==> src/rtl/gpshc_pkg.sv <==
// Package for the GPS heading world calibration block: payload structs,
// register indexes, angle constants and the angle wrap helpers.
// No dependencies.
`default_nettype none

package gpshc_pkg;

  // Configuration register indexes.
  localparam logic [2:0] RegMaxSpeed    = 3'd0;
  localparam logic [2:0] RegMinSpeed    = 3'd1;
  localparam logic [2:0] RegCalMinSpeed = 3'd2;
  localparam logic [2:0] RegCalMaxDev   = 3'd3;
  localparam logic [2:0] RegCalTarget   = 3'd4;
  localparam logic [2:0] RegCalGoodStep = 3'd5;
  localparam logic [2:0] RegCalPenalty  = 3'd6;

  localparam int unsigned CfgIdxWidth  = 3;
  localparam int unsigned CfgDataWidth = 16;

  // Register reset values.
  localparam logic [13:0] MaxSpeedRst    = 14'd1000;
  localparam logic [13:0] MinSpeedRst    = 14'd30;
  localparam logic [13:0] CalMinSpeedRst = 14'd200;
  localparam logic [14:0] CalMaxDevRst   = 15'd300;
  localparam logic [15:0] CalTargetRst   = 16'd5000;
  localparam logic [15:0] CalGoodStepRst = 16'd100;
  localparam logic [15:0] CalPenaltyRst  = 16'd200;

  // Heading source codes.
  localparam logic [1:0] SrcNone  = 2'd0;
  localparam logic [1:0] SrcBoat  = 2'd1;
  localparam logic [1:0] SrcMotor = 2'd2;

  localparam logic [6:0] PctFull = 7'd100;

  localparam logic [15:0]        FullTurn   = 16'd36000;
  localparam logic signed [16:0] HalfPos17  = 17'sd18000;
  localparam logic signed [16:0] HalfNeg17  = -17'sd18000;
  localparam logic signed [16:0] FullTurn17 = 17'sd36000;
  localparam logic signed [17:0] FullTurn18 = 18'sd36000;

  typedef struct packed {
    logic        speed_valid;
    logic        course_valid;
    logic        fix_updated;
    logic [15:0] speed_cms;
    logic [15:0] course_cdeg;
    logic        motor_imu_valid;
    logic [15:0] motor_raw_cdeg;
    logic        boat_imu_valid;
    logic [15:0] boat_raw_cdeg;
  } gpshc_in_t;

  typedef struct packed {
    logic [6:0]         speed_pct;
    logic [15:0]        heading_cdeg;
    logic               heading_ok;
    logic [1:0]         heading_source;
    logic [15:0]        motor_shown_cdeg;
    logic [15:0]        boat_world_cdeg;
    logic signed [15:0] motor_angle_cdeg;
    logic               calibrated;
    logic [15:0]        stability_score;
  } gpshc_out_t;

  // Reduce a 16-bit angle into 0..35999 with one conditional subtract.
  function automatic logic [15:0] reduce_turn(logic [15:0] x);
    return (x >= FullTurn) ? (x - FullTurn) : x;
  endfunction

  // Difference of two reduced angles, wrapped into -18000..17999.
  function automatic logic signed [15:0] wrap_half(logic [15:0] a, logic [15:0] b);
    logic signed [16:0] d;
    d = $signed({1'b0, a}) - $signed({1'b0, b});
    if (d >= HalfPos17) begin
      return 16'(d - FullTurn17);
    end else if (d < HalfNeg17) begin
      return 16'(d + FullTurn17);
    end
    return 16'(d);
  endfunction

  // Reduced angle plus a half-wrapped offset, back into 0..35999.
  function automatic logic [15:0] wrap_full(logic [15:0] a, logic signed [15:0] off);
    logic signed [17:0] s;
    s = $signed({2'b00, a}) + $signed({{2{off[15]}}, off});
    if (s < 18'sd0) begin
      return 16'(s + FullTurn18);
    end else if (s >= FullTurn18) begin
      return 16'(s - FullTurn18);
    end
    return 16'(s);
  endfunction

endpackage

`default_nettype wire

==> src/rtl/gps_heading_world_calibration.sv <==
// GPS heading world calibration: top level with register file, sequencer,
// shared restoring divide step and calibration state. Uses gpshc_pkg.
`default_nettype none

// One update is taken when in_ready_o is high and is processed in order:
// StPrep reduces the angles and forms speed*100, then the shared
// compare-subtract unit runs one quotient bit per cycle (a first step that
// detects a quotient of 128 or more ends the division early, otherwise seven
// more steps follow), then StDev forms the course deviation, StScore does
// the score and offset update and StAng the motor angle. The result lands
// in an output register, so the next update can be accepted while it
// waits; the block stalls only in StAng when that register is still full.
// Configuration is written through cfg_we_i with no wait and is used by
// every later step, including those of an update in progress.
module gps_heading_world_calibration (
  input  wire logic                                 clk_i,
  input  wire logic                                 rst_ni,
  input  wire logic                                 in_valid_i,
  output logic                                      in_ready_o,
  input  wire gpshc_pkg::gpshc_in_t                 in_data_i,
  output logic                                      out_valid_o,
  input  wire logic                                 out_ready_i,
  output gpshc_pkg::gpshc_out_t                     out_data_o,
  input  wire logic                                 cfg_we_i,
  input  wire logic [gpshc_pkg::CfgIdxWidth-1:0]    cfg_idx_i,
  input  wire logic [gpshc_pkg::CfgDataWidth-1:0]   cfg_wdata_i
);
  import gpshc_pkg::*;

  localparam logic [2:0] StIdle  = 3'd0;
  localparam logic [2:0] StPrep  = 3'd1;
  localparam logic [2:0] StDiv   = 3'd2;
  localparam logic [2:0] StDev   = 3'd3;
  localparam logic [2:0] StScore = 3'd4;
  localparam logic [2:0] StAng   = 3'd5;

  // Configuration registers.
  logic [13:0] max_speed_q, min_speed_q, cal_min_speed_q;
  logic [14:0] cal_max_dev_q;
  logic [15:0] cal_target_q, cal_good_q, cal_penalty_q;

  always_ff @(posedge clk_i or negedge rst_ni) begin
    if (!rst_ni) begin
      max_speed_q     <= MaxSpeedRst;
      min_speed_q     <= MinSpeedRst;
      cal_min_speed_q <= CalMinSpeedRst;
      cal_max_dev_q   <= CalMaxDevRst;
      cal_target_q    <= CalTargetRst;
      cal_good_q      <= CalGoodStepRst;
      cal_penalty_q   <= CalPenaltyRst;
    end else if (cfg_we_i) begin
      case (cfg_idx_i)
        RegMaxSpeed:    max_speed_q     <= cfg_wdata_i[13:0];
        RegMinSpeed:    min_speed_q     <= cfg_wdata_i[13:0];
        RegCalMinSpeed: cal_min_speed_q <= cfg_wdata_i[13:0];
        RegCalMaxDev:   cal_max_dev_q   <= cfg_wdata_i[14:0];
        RegCalTarget:   cal_target_q    <= cfg_wdata_i;
        RegCalGoodStep: cal_good_q      <= cfg_wdata_i;
        RegCalPenalty:  cal_penalty_q   <= cfg_wdata_i;
        default: ;
      endcase
    end
  end

  // Sequencer and working registers.
  logic [2:0]  state_q, state_d;
  logic [2:0]  cnt_q, cnt_d;
  gpshc_in_t   in_q;
  logic [15:0] course_q, course_d, mraw_q, mraw_d, braw_q, braw_d;
  logic        spd_zero_q, spd_zero_d;
  logic [22:0] rem_q, rem_d;
  logic [6:0]  quot_q, quot_d;
  logic [6:0]  pct_q, pct_d;
  logic signed [15:0] dev_q, dev_d, moff_c_q, moff_c_d, boff_c_q, boff_c_d;
  logic [15:0] mworld_c_q, mworld_c_d, bworld_c_q, bworld_c_d;

  // Calibration state.
  logic        cal_running_q, cal_running_d;
  logic [15:0] ref_q, ref_d;
  logic [15:0] score_q, score_d;
  logic        latched_q, latched_d;
  logic signed [15:0] moff_q, moff_d, boff_q, boff_d;
  logic [15:0] mworld_q, mworld_d, bworld_q, bworld_d, mdisp_q, mdisp_d;

  gpshc_out_t  out_q, out_d;
  logic        out_valid_q, out_valid_d;

  logic        in_fire;
  logic        out_free;

  // Datapath temporaries.
  logic [15:0] spd_eff;
  logic [22:0] dvs_shift;
  logic        rem_ge;
  logic [15:0] dev_abs;
  logic [16:0] good_sum;
  logic [15:0] score_new;
  logic        pass;
  logic        cal_speed_ok;

  assign in_ready_o  = (state_q == StIdle);
  assign in_fire     = in_valid_i && in_ready_o;
  assign out_free    = !out_valid_q || out_ready_i;
  assign out_valid_o = out_valid_q;
  assign out_data_o  = out_q;

  // Shared compare-subtract unit of the divider.
  assign dvs_shift = {9'd0, max_speed_q} << cnt_q;
  assign rem_ge    = (rem_q >= dvs_shift);

  always_comb begin
    state_d       = state_q;
    cnt_d         = cnt_q;
    course_d      = course_q;
    mraw_d        = mraw_q;
    braw_d        = braw_q;
    spd_zero_d    = spd_zero_q;
    rem_d         = rem_q;
    quot_d        = quot_q;
    pct_d         = pct_q;
    dev_d         = dev_q;
    moff_c_d      = moff_c_q;
    boff_c_d      = boff_c_q;
    mworld_c_d    = mworld_c_q;
    bworld_c_d    = bworld_c_q;
    cal_running_d = cal_running_q;
    ref_d         = ref_q;
    score_d       = score_q;
    latched_d     = latched_q;
    moff_d        = moff_q;
    boff_d        = boff_q;
    mworld_d      = mworld_q;
    bworld_d      = bworld_q;
    mdisp_d       = mdisp_q;
    out_d         = out_q;
    out_valid_d   = out_valid_q && !out_ready_i;

    spd_eff      = in_q.speed_valid ? in_q.speed_cms : 16'd0;
    if (spd_eff < {2'b00, min_speed_q}) begin
      spd_eff = 16'd0;
    end
    dev_abs      = dev_q[15] ? 16'(-dev_q) : 16'(dev_q);
    good_sum     = {1'b0, score_q} + {1'b0, cal_good_q};
    score_new    = score_q;
    pass         = 1'b0;
    cal_speed_ok = in_q.speed_valid && in_q.course_valid &&
                   (in_q.speed_cms >= {2'b00, cal_min_speed_q});

    case (state_q)
      StIdle: begin
        if (in_fire) begin
          state_d = StPrep;
        end
      end
      StPrep: begin
        course_d   = reduce_turn(in_q.course_cdeg);
        mraw_d     = reduce_turn(in_q.motor_raw_cdeg);
        braw_d     = reduce_turn(in_q.boat_raw_cdeg);
        spd_zero_d = (spd_eff == 16'd0);
        // speed * 100 as shifts and adds.
        rem_d      = ({7'd0, spd_eff} << 6) + ({7'd0, spd_eff} << 5) +
                     ({7'd0, spd_eff} << 2);
        quot_d     = 7'd0;
        cnt_d      = 3'd7;
        state_d    = StDiv;
      end
      StDiv: begin
        if (cnt_q == 3'd7) begin
          // A quotient of 128 or more, or a zero maximum, saturates.
          if (rem_ge) begin
            pct_d   = spd_zero_q ? 7'd0 : PctFull;
            state_d = StDev;
          end else begin
            cnt_d = cnt_q - 3'd1;
          end
        end else begin
          if (rem_ge) begin
            rem_d         = rem_q - dvs_shift;
            quot_d[cnt_q] = 1'b1;
          end
          if (cnt_q == 3'd0) begin
            pct_d   = (quot_d > PctFull) ? PctFull : quot_d;
            state_d = StDev;
          end else begin
            cnt_d = cnt_q - 3'd1;
          end
        end
      end
      StDev: begin
        dev_d      = wrap_half(course_q, ref_q);
        moff_c_d   = wrap_half(course_q, mraw_q);
        boff_c_d   = wrap_half(course_q, braw_q);
        mworld_c_d = wrap_full(mraw_q, moff_q);
        bworld_c_d = wrap_full(braw_q, boff_q);
        state_d    = StScore;
      end
      StScore: begin
        if (in_q.motor_imu_valid) begin
          if (latched_q) begin
            mworld_d = mworld_c_q;
            mdisp_d  = mworld_c_q;
          end else begin
            mdisp_d = mraw_q;
          end
        end
        if (in_q.boat_imu_valid && latched_q) begin
          bworld_d = bworld_c_q;
        end
        if (!latched_q) begin
          if (!cal_speed_ok) begin
            cal_running_d = 1'b0;
            score_d       = 16'd0;
          end else if (!cal_running_q) begin
            cal_running_d = 1'b1;
            ref_d         = course_q;
            score_d       = 16'd0;
          end else begin
            if (in_q.fix_updated) begin
              if (dev_abs <= {1'b0, cal_max_dev_q}) begin
                score_new = (good_sum > {1'b0, cal_target_q}) ? cal_target_q
                                                              : good_sum[15:0];
              end else begin
                score_new = (score_q > cal_penalty_q) ? (score_q - cal_penalty_q)
                                                      : 16'd0;
                ref_d     = course_q;
              end
            end
            score_d = score_new;
            pass    = (score_new >= cal_target_q);
          end
          // Both world headings equal the course at the moment of latching.
          if (pass && in_q.motor_imu_valid && in_q.boat_imu_valid) begin
            moff_d    = moff_c_q;
            boff_d    = boff_c_q;
            mworld_d  = course_q;
            bworld_d  = course_q;
            latched_d = 1'b1;
          end
        end
        state_d = StAng;
      end
      StAng: begin
        if (out_free) begin
          out_d.speed_pct        = pct_q;
          out_d.heading_cdeg     = latched_q ? bworld_q : 16'd0;
          out_d.heading_ok       = latched_q;
          out_d.heading_source   = latched_q ? SrcBoat : SrcNone;
          out_d.motor_shown_cdeg = mdisp_q;
          out_d.boat_world_cdeg  = bworld_q;
          out_d.motor_angle_cdeg = latched_q ? wrap_half(bworld_q, mworld_q)
                                             : 16'sd0;
          out_d.calibrated       = latched_q;
          out_d.stability_score  = score_q;
          out_valid_d            = 1'b1;
          state_d                = StIdle;
        end
      end
      default: begin
        state_d = StIdle;
      end
    endcase
  end

  always_ff @(posedge clk_i or negedge rst_ni) begin
    if (!rst_ni) begin
      state_q       <= StIdle;
      out_valid_q   <= 1'b0;
      cal_running_q <= 1'b0;
      ref_q         <= 16'd0;
      score_q       <= 16'd0;
      latched_q     <= 1'b0;
      moff_q        <= 16'sd0;
      boff_q        <= 16'sd0;
      mworld_q      <= 16'd0;
      bworld_q      <= 16'd0;
      mdisp_q       <= 16'd0;
    end else begin
      state_q       <= state_d;
      out_valid_q   <= out_valid_d;
      cal_running_q <= cal_running_d;
      ref_q         <= ref_d;
      score_q       <= score_d;
      latched_q     <= latched_d;
      moff_q        <= moff_d;
      boff_q        <= boff_d;
      mworld_q      <= mworld_d;
      bworld_q      <= bworld_d;
      mdisp_q       <= mdisp_d;
    end
  end

  // Payload registers, no reset needed.
  always_ff @(posedge clk_i) begin
    if (in_fire) begin
      in_q <= in_data_i;
    end
    cnt_q      <= cnt_d;
    course_q   <= course_d;
    mraw_q     <= mraw_d;
    braw_q     <= braw_d;
    spd_zero_q <= spd_zero_d;
    rem_q      <= rem_d;
    quot_q     <= quot_d;
    pct_q      <= pct_d;
    dev_q      <= dev_d;
    moff_c_q   <= moff_c_d;
    boff_c_q   <= boff_c_d;
    mworld_c_q <= mworld_c_d;
    bworld_c_q <= bworld_c_d;
    out_q      <= out_d;
  end

  // Once the offsets are latched they and the score never change again.
  assert property (@(posedge clk_i) disable iff (!rst_ni)
    latched_q |=> latched_q && $stable(score_q) && $stable(moff_q) && $stable(boff_q))
    else $error("calibration state changed after latching");

  assert property (@(posedge clk_i) disable iff (!rst_ni)
    out_valid_o |-> out_data_o.speed_pct <= PctFull)
    else $error("speed percent above full scale");

  assert property (@(posedge clk_i) disable iff (!rst_ni)
    out_valid_o |-> (out_data_o.heading_ok == out_data_o.calibrated) &&
      (out_data_o.heading_source == (out_data_o.calibrated ? SrcBoat : SrcNone)))
    else $error("heading flags disagree with calibration status");

  assert property (@(posedge clk_i) disable iff (!rst_ni)
    out_valid_o |-> (out_data_o.boat_world_cdeg < FullTurn) &&
      (out_data_o.motor_shown_cdeg < FullTurn))
    else $error("heading out of the turn range");

  // A new transaction is taken only when the sequencer has finished the last.
  assert property (@(posedge clk_i) disable iff (!rst_ni)
    in_fire |=> state_q == StPrep)
    else $error("accepted transaction did not start processing");

endmodule

`default_nettype wire

==> config.mk <==
export PLATFORM = sky130hd
export DESIGN_NAME = gps_heading_world_calibration
export DESIGN_NICKNAME = d
export VERILOG_FILES = /design/src/rtl/gpshc_pkg.sv /design/src/rtl/gps_heading_world_calibration.sv
export SDC_FILE = /design/constraint.sdc
export NUM_CORES = 1
export LEC_CHECK = 0
export BUFFER_PORTS_ARGS = -buffer_cell sky130_fd_sc_hd__buf_2
export CAP_MARGIN = 20
export CELL_PAD_IN_SITES_DETAIL_PLACEMENT = 1
export CELL_PAD_IN_SITES_GLOBAL_PLACEMENT = 1
export CORE_MARGIN = 2
export CORE_UTILIZATION = 50
export CTS_BUF_LIST = sky130_fd_sc_hd__clkbuf_4 sky130_fd_sc_hd__clkbuf_8
export DETAILED_ROUTE_END_ITERATION = 16
export PLACE_DENSITY_LB_ADDON = 0.12
export SYNTH_ARGS = -nofsm -noshare
export SYNTH_HDL_FRONTEND = slang
export SYNTH_SLANG_ARGS = --single-unit
export TNS_END_PERCENT = 1
==> constraint.sdc <==
create_clock -name clk_i -period 26.5 [get_ports clk_i]
set_input_delay 1.325 -clock clk_i [delete_from_list [all_inputs] [get_ports clk_i]]
set_output_delay 1.325 -clock clk_i [all_outputs]
set_load 0.005 [all_outputs]
==> run metrics, run 1 <==
status finished, final reports clean; vias in the first global route 29.2k; htree depth 3; pre-CTS setup slack 18070 ps; routability cong. 0.892; DRC errors left 0; top post-synthesis cells by count edfxtp_1, ha_1, inv_1; clk slew on worst S/H paths approximately 60 ps; Slew Limit Fails 0; hold-fix buffer count after cts 0; adder-cell area share of the yosys netlist roughly an eighth; clock skew 37.9 ps; Post-Synthesis Cells 3356; initial core utilization between 50% and 60%; Site Rows 96; Tmin final approximately 8700 ps; fraction of layout cells with a size suffix above 1 16.2%; most used routing layer in global routing met2; Die H 268 um; DRT iter0 DRCs between 1k and 1.5k; WL final 102000 um; Total GRT Usage between 20% and 30%; minimum setup slack among reg-to-reg paths 17830 ps; crit path max fanout 81; Worst Path Required roughly 27000 ps; Slew headroom 30.1%; DR vias/cell 5.87; Startpoint Class flop; hold_ws roughly 400 ps; Synth Area in Compound Gates 16.5%; Setup-failing EPs final 0; final worst setup slack 17830 ps; Cell variety after synth 90; slowest cell on the critical path and2_0; CTS Root Cell clkbuf_8; sequential fraction of the synthesis area 44.1%; CTS Buffer Depth 3; critical path type flop to flop; largest registers out_data_o x88, in_q x69, rem_q x23; largest net degree at the start of global routing 122; met3 usage 3.68%; Wirelength per Cell 22.3 um; Top reg by flops out_data_o; top_reg_cell synth edfxtp_1; Worst EP arrival roughly 9000 ps; Layout area overhead 11.8%; Min-Delay Path Class flop to flop; Crit path top cell by count a21oi_1; multi-input logic area 18100 sq um; clock buffer count from CTS just under 100; Final Core Density 56.8%; post-synth top area share 28.0%; Seq cells post-synth 549; via count 27.0k; Critical Path End Type flop; storage element area 15400 sq um; Largest stage delay, worst path 760 ps; final hold vios 0; Worst-Skew Late Latency 720 ps; max reg flops 88; post-synthesis simple-gate area fraction approximately 11%; count of input and output buffers 184; M2 GR Usage 50.8%; clk sinks 549; Net Count, Synth 3791; Final #Nets 4015; die span in x around 270 um; Max Freq around 0.12 GHz; die area a little over 70000 sq um; DRT Pass-1 Iters 6; number of synthesized flops with an enable pin 326; top-count cell post-synth edfxtp_1; post_cts resized 0; met1 usage 34.6%; largest area contributor in the netlist edfxtp_1; first-pass GRT wire length ~160000 um; Post-Synth XOR/XNOR Area 4.99%; Tcrit/Tclk final approximately 33%; RSZ-0062 raised after global routing false; max cap viols 0; ANT nets after route 0; gr ovfl total 0; synth top area cells edfxtp_1, dfrtp_1, ha_1, mux2_2, a21oi_1; YS warnings 0; DP HPWL 77100 um; setup TNS 0 ps; # IOs around 190; ys async rst share 40.6%; postcts setup bufs 0; TritonCTS clock tree yes; Slew @ Worst Pin 1050 ps; # fillers between 7k and 8k; initial antenna violation count 1; core region area between 60000 and 70000 sq um; mux cell area share after synthesis 6.11%; main combinational cell family by area after synthesis compound AO/OA/AOI/OAI gates; Mapped Avg Cell Area 10.4 sq um; Mapped Area 34900 sq um
-- cells in the final DEF, fill, tap and decap left out, drive strengths merged, types with 24 or more instances in the layout --
master / Yosys / final
o21a: 50 / 50
or3: 26 / 26
clkinv: 0 / 34
o211ai: 25 / 25
edfxtp: 326 / 326
nand3: 66 / 66
inv: 299 / 301
clkbuf: 74 / 143
dfrtp: 195 / 195
nor2: 235 / 235
and3: 24 / 24
a21oi: 225 / 225
a21o: 73 / 73
buf: 17 / 215
ha: 314 / 314
nor2b: 42 / 42
mux2i: 52 / 52
dfstp: 28 / 28
nor3: 64 / 64
o31ai: 26 / 26
nand2: 191 / 191
o22ai: 43 / 43
fa: 28 / 28
xor2: 73 / 73
xnor2: 126 / 126
nand2b: 50 / 50
mux2: 134 / 134
a31oi: 46 / 46
and2: 31 / 31
o21ai: 185 / 185
-- critical path: cells and delay by family, from the launching register on --
family	cells	cell delay [ps]
and+or+nand+nor	8	1640
buffers and inverters	2	950
DFF	1	480
AOI/OAI and AO/OA	17	4390
adders and majority gates	3	900
-- cells by family (layout without fill, tap and decap cells) --
kind of cell / after synthesis / in the layout
compound gates: 878 / 878
xor+xnor: 199 / 199
fa+ha+maj: 342 / 342
buf+inv: 390 / 698
flops: 549 / 549
mux: 190 / 190
other cells: 1 / 3
simple gates: 807 / 807
-- final timing paths --
check	from	end	cells past startpoint
max	score_q[1]$_DFFE_PN0P_	bworld_q[13]$_DFFE_PN0P_	30
min	in_q[35]$_DFFE_PP_	course_q[1]$_DFFE_PP_	0
max reg2reg	score_q[1]$_DFFE_PN0P_	bworld_q[13]$_DFFE_PN0P_	30
min reg2reg	in_q[35]$_DFFE_PP_	course_q[1]$_DFFE_PP_	0
max in group asynchronous	rst_ni	bworld_q[12]$_DFFE_PN0P_	2
min in group asynchronous	rst_ni	cal_penalty_q[9]$_DFFE_PN0P_	1
-- per-layer routing --
layer | routed length (um) | vias up
met3 | 4180 | 207
met5 | 0 | -
li1 | - | 12700
met4 | 4480 | 0
met1 | 42500 | 13500
met2 | 51200 | 588
-- cell type report --
type / count / share of cell area, %
clock inverters: 41 / 0.721
diodes: 2 / 0.0128
clock buffers: 143 / 4.56
inverters: 299 / 2.87
multi-input cells: 2417 / 46.3
repair buffers: 215 / 3.08
well taps: 931 / 2.98
flip-flops and latches: 549 / 39.4
-- per-stage QoR --
step / area [sq um] / std cells
floorplan: 34900 / 3356
global placement: 36900 / 4407
detailed placement: 36900 / 4408
CTS: 39000 / 4592
global route: 39100 / 4597
finish: 39100 / 4597
Power of run 1 is left out: the tool's default activity adds up to more than one toggle a clock period on the data nets, which glitch-free logic cannot reach.
==> inputs of run 2 (changes only) <==
--- a/config.mk
+++ b/config.mk
@@ -5,12 +5,13 @@
 export SDC_FILE = /design/constraint.sdc
 export NUM_CORES = 1
 export LEC_CHECK = 0
+export ABC_AREA = 1
 export BUFFER_PORTS_ARGS = -buffer_cell sky130_fd_sc_hd__buf_2
 export CAP_MARGIN = 20
 export CELL_PAD_IN_SITES_DETAIL_PLACEMENT = 1
 export CELL_PAD_IN_SITES_GLOBAL_PLACEMENT = 1
 export CORE_MARGIN = 2
-export CORE_UTILIZATION = 50
+export CORE_UTILIZATION = 44
 export CTS_BUF_LIST = sky130_fd_sc_hd__clkbuf_4 sky130_fd_sc_hd__clkbuf_8
 export DETAILED_ROUTE_END_ITERATION = 16
 export PLACE_DENSITY_LB_ADDON = 0.12
==> constraint.sdc (replaced) <==
create_clock -name clk_i -period 7.9 [get_ports clk_i]
set_input_delay 0.395 -clock clk_i [delete_from_list [all_inputs] [get_ports clk_i]]
set_output_delay 0.395 -clock clk_i [all_outputs]
set_load 0.005 [all_outputs]
==> run metrics, run 2 <==
sequential fraction of the synthesis area 41.5% (-2.6 points); Site Rows 106 (+10%); crit path max fanout 32 (-60%); DRT Pass-1 Iters 7 (+1); Startpoint Class flop; Critical Path End Type flop; gr ovfl total 0 (unchanged); number of synthesized flops with an enable pin 326 (unchanged); Tcrit/Tclk final 86.3% (+54 points); WL final 111000 um (+8.8%); CTS Buffer Depth 3 (unchanged); largest registers out_data_o x88, in_q x69, rem_q x23; clock skew 43.3 ps (+5.38 ps); htree depth 3 (unchanged); max cap viols 0 (unchanged); DRT iter0 DRCs 1629 (+11%); synth top area cells edfxtp_1, dfrtp_1, nand2_1, ha_1, inv_1; worst r2r src score_q[0]$_DFFE_PN0P_; fraction of layout cells with a size suffix above 1 11.0% (-5.2 points); Net Count, Synth 4990 (+32%); ANT nets after route 0 (unchanged); Setup-failing EPs final 0 (unchanged); Slew Limit Fails 0 (unchanged); cells on worst reg2reg path 39 (+30%); final hold vios 0 (unchanged); # IOs 186 (unchanged); Die H 294 um (+9.7%); initial antenna violation count 3 (+2); # fillers 10.2k (+35%); largest area contributor in the netlist edfxtp_1; Crit path top cell by count nand2_1; minimum setup slack among reg-to-reg paths 1080 ps (-16750 ps); CTS Root Cell clkbuf_8; top-count cell post-synth nand2_1; Cell variety after synth 61 (-32%); routability cong. 0.878 (-1.6%); first-pass GRT wire length 177000 um (+10%); core region area 83600 sq um (+21%); vias in the first global route 33.1k (+13%); Largest stage delay, worst path 520 ps (-240 ps); clock buffer count from CTS 101 (+3.1%); slowest cell on the critical path nand2_1; critical path type flop to flop; RSZ-0062 raised after global routing false; total chip power 21000 uW; largest net degree at the start of global routing 147 (+20%); max reg flops 88 (unchanged); multi-input logic area 18900 sq um (+4.4%); Min-Delay Path Class input port to flop; Mapped Avg Cell Area 8.14 sq um (-22%); Total GRT Usage 25.9% (-2.7 points); Slew @ Worst Pin 990 ps (-58.7 ps); Final #Nets 5272 (+31%); top_reg_cell synth edfxtp_1; Layout area overhead 13.5%; Worst Min Path Start cfg_wdata_i[2]; post-synth top area share 26.4% (-1.6 points); storage element area 15400 sq um (about the same); initial core utilization 44.4% (-6.4 points); pwr dens 498 nW/um^2; DP HPWL 84000 um (+8.9%); YS warnings 0 (unchanged); top post-synthesis cells by count nand2_1, inv_1, o21ai_0; hold depth 3 (+3); clk sinks 549 (unchanged); via count 31.6k (+17%); Worst-Skew Late Latency 750 ps (+30 ps); clk slew on worst S/H paths 60 ps (about the same); Worst Path Required 8560 ps (-18470 ps); status finished, final reports clean; die area 86600 sq um (+20%); Wirelength per Cell 18.5 um (-17%); most common cell after layout, fill and taps aside nand2_1; setup TNS 0 ps (unchanged); Worst EP arrival 7480 ps (-1720 ps); ys async rst share 40.6% (unchanged); Post-Synthesis Cells 4555 (+36%); count of input and output buffers 184 (unchanged); Seq cells post-synth 549 (unchanged); Top reg by flops out_data_o; TritonCTS clock tree yes; DR vias/cell 5.26 (-10%); Hold EP cal_min_speed_q[2]$_DFFE_PN0P_; Slew headroom 34.0% (+3.9 points); CP Launch Point score_q[0]$_DFFE_PN0P_; maximum VDD drop 0.449 mV; Max Freq 0.147 GHz (+27%); Tmin final 6820 ps (-1850 ps); DRC errors left 0 (unchanged); Mapped Area 37100 sq um (+6.2%); Crit Reg-Reg Endpoint mworld_q[0]$_DFFE_PN0P_; static leakage 0.0208 uW; most frequent cells in the layout nand2_1, inv_1, o21ai_0; die span in x 294 um (+9.7%)
-- run 2: cell count changes in the layout (fill, tap and decap cells not counted), sizes merged, moves of 41 or more --
cell	change
mux2i	-47
xnor2	-90
o21ai	+201
nand2	+1031
nor2b	-42
nor2	+59
mux2	-101
dlygate4sd3	+74
inv	+327
a21o	-58
nand2b	-50
xor2	+41
nand3	+249
-- run 2: area by class of cell --
cell class,instances,share of cell area (%)
diodes,1,0.00595
clock buffers,152,4.44
clock inverters,37,0.797
inverters,627,5.59
multi-input cells,3280,44.9
flip-flops and latches,549,36.6
well taps,1080,3.21
repair buffers,278,4.44
-- run 2: worst max path at each step --
| stage | to | depth (start not counted) |
|---|---|---|
| CTS | mworld_q[0]$_DFFE_PN0P_ | 39 |
| floorplan | rem_q[0]$_SDFFCE_PN0P_ | 4 |
| global placement | bworld_q[15]$_DFFE_PN0P_ | 39 |
| global route | bworld_q[6]$_DFFE_PN0P_ | 39 |
| detailed placement | bworld_q[8]$_DFFE_PN0P_ | 39 |
| finish | mworld_q[0]$_DFFE_PN0P_ | 39 |
-- run 2: kinds of logic after synthesis --
| group | synth area share (%) |
|---|---|
| muxes | 1.14 |
| DFF | 41.5 |
| and+or+nand+nor | 22.4 |
| adders and majority gates | 12.1 |
| buffers and inverters | 7.68 |
| xor gates and xnor gates | 3.67 |
| AOI/OAI and AO/OA | 11.4 |
| other | 0.0101 |
-- run 2: stage by stage --
step,utilization [%],hold WS [ps],instances,setup WS (ps),area [sq um]
2_1_floorplan,-,99.4,4555,1860,37100
3_3_place_gp,46.8,400,5737,950,39100
3_5_place_dp,46.8,406,5738,700,39100
4_1_cts,50.3,38.8,6001,653,42000
5_1_grt,50.4,93.0,6004,344,42100
6_report,50.4,121,6004,1080,42100
-- run 2: per-layer routing --
metal / part of all wire (%) / global-route usage [%]
met1: 44 / 33.0
met5: 0.012 / 0
met4: 2.8 / 7.47
met2: 49 / 45.9
met3: 3.5 / 3.35
-- run 2: what timing repair did --
item,in CTS,in global routing
resized for setup,0,1
setup buffers,0,0
hold endpoints to repair,147,0
setup endpoints to repair,0,11
hold buffers,74,0
-- run 2: where the power goes --
group | leakage [uW] | total [uW] | internal [uW] | switching, uW
combinational | 0.0137 | 13100 | 4550 | 8590
sequential | 0.00585 | 4850 | 4300 | 554
clock | 0.00117 | 2980 | 1680 | 1300
total | 0.0208 | 21000 | 10500 | 10400
-- run 2: critical path: cells and delay by family (launching register included) --
family	cells	cell delay [ps]
AND/OR/NAND/NOR	27	4070
flip-flops	1	400
AO/OA/AOI/OAI	3	500
adder cells (fa/ha/maj)	4	1140
buffers and inverters	4	420
XOR/XNOR	1	200
No activity file was read; power rests on OpenSTA's default activity.
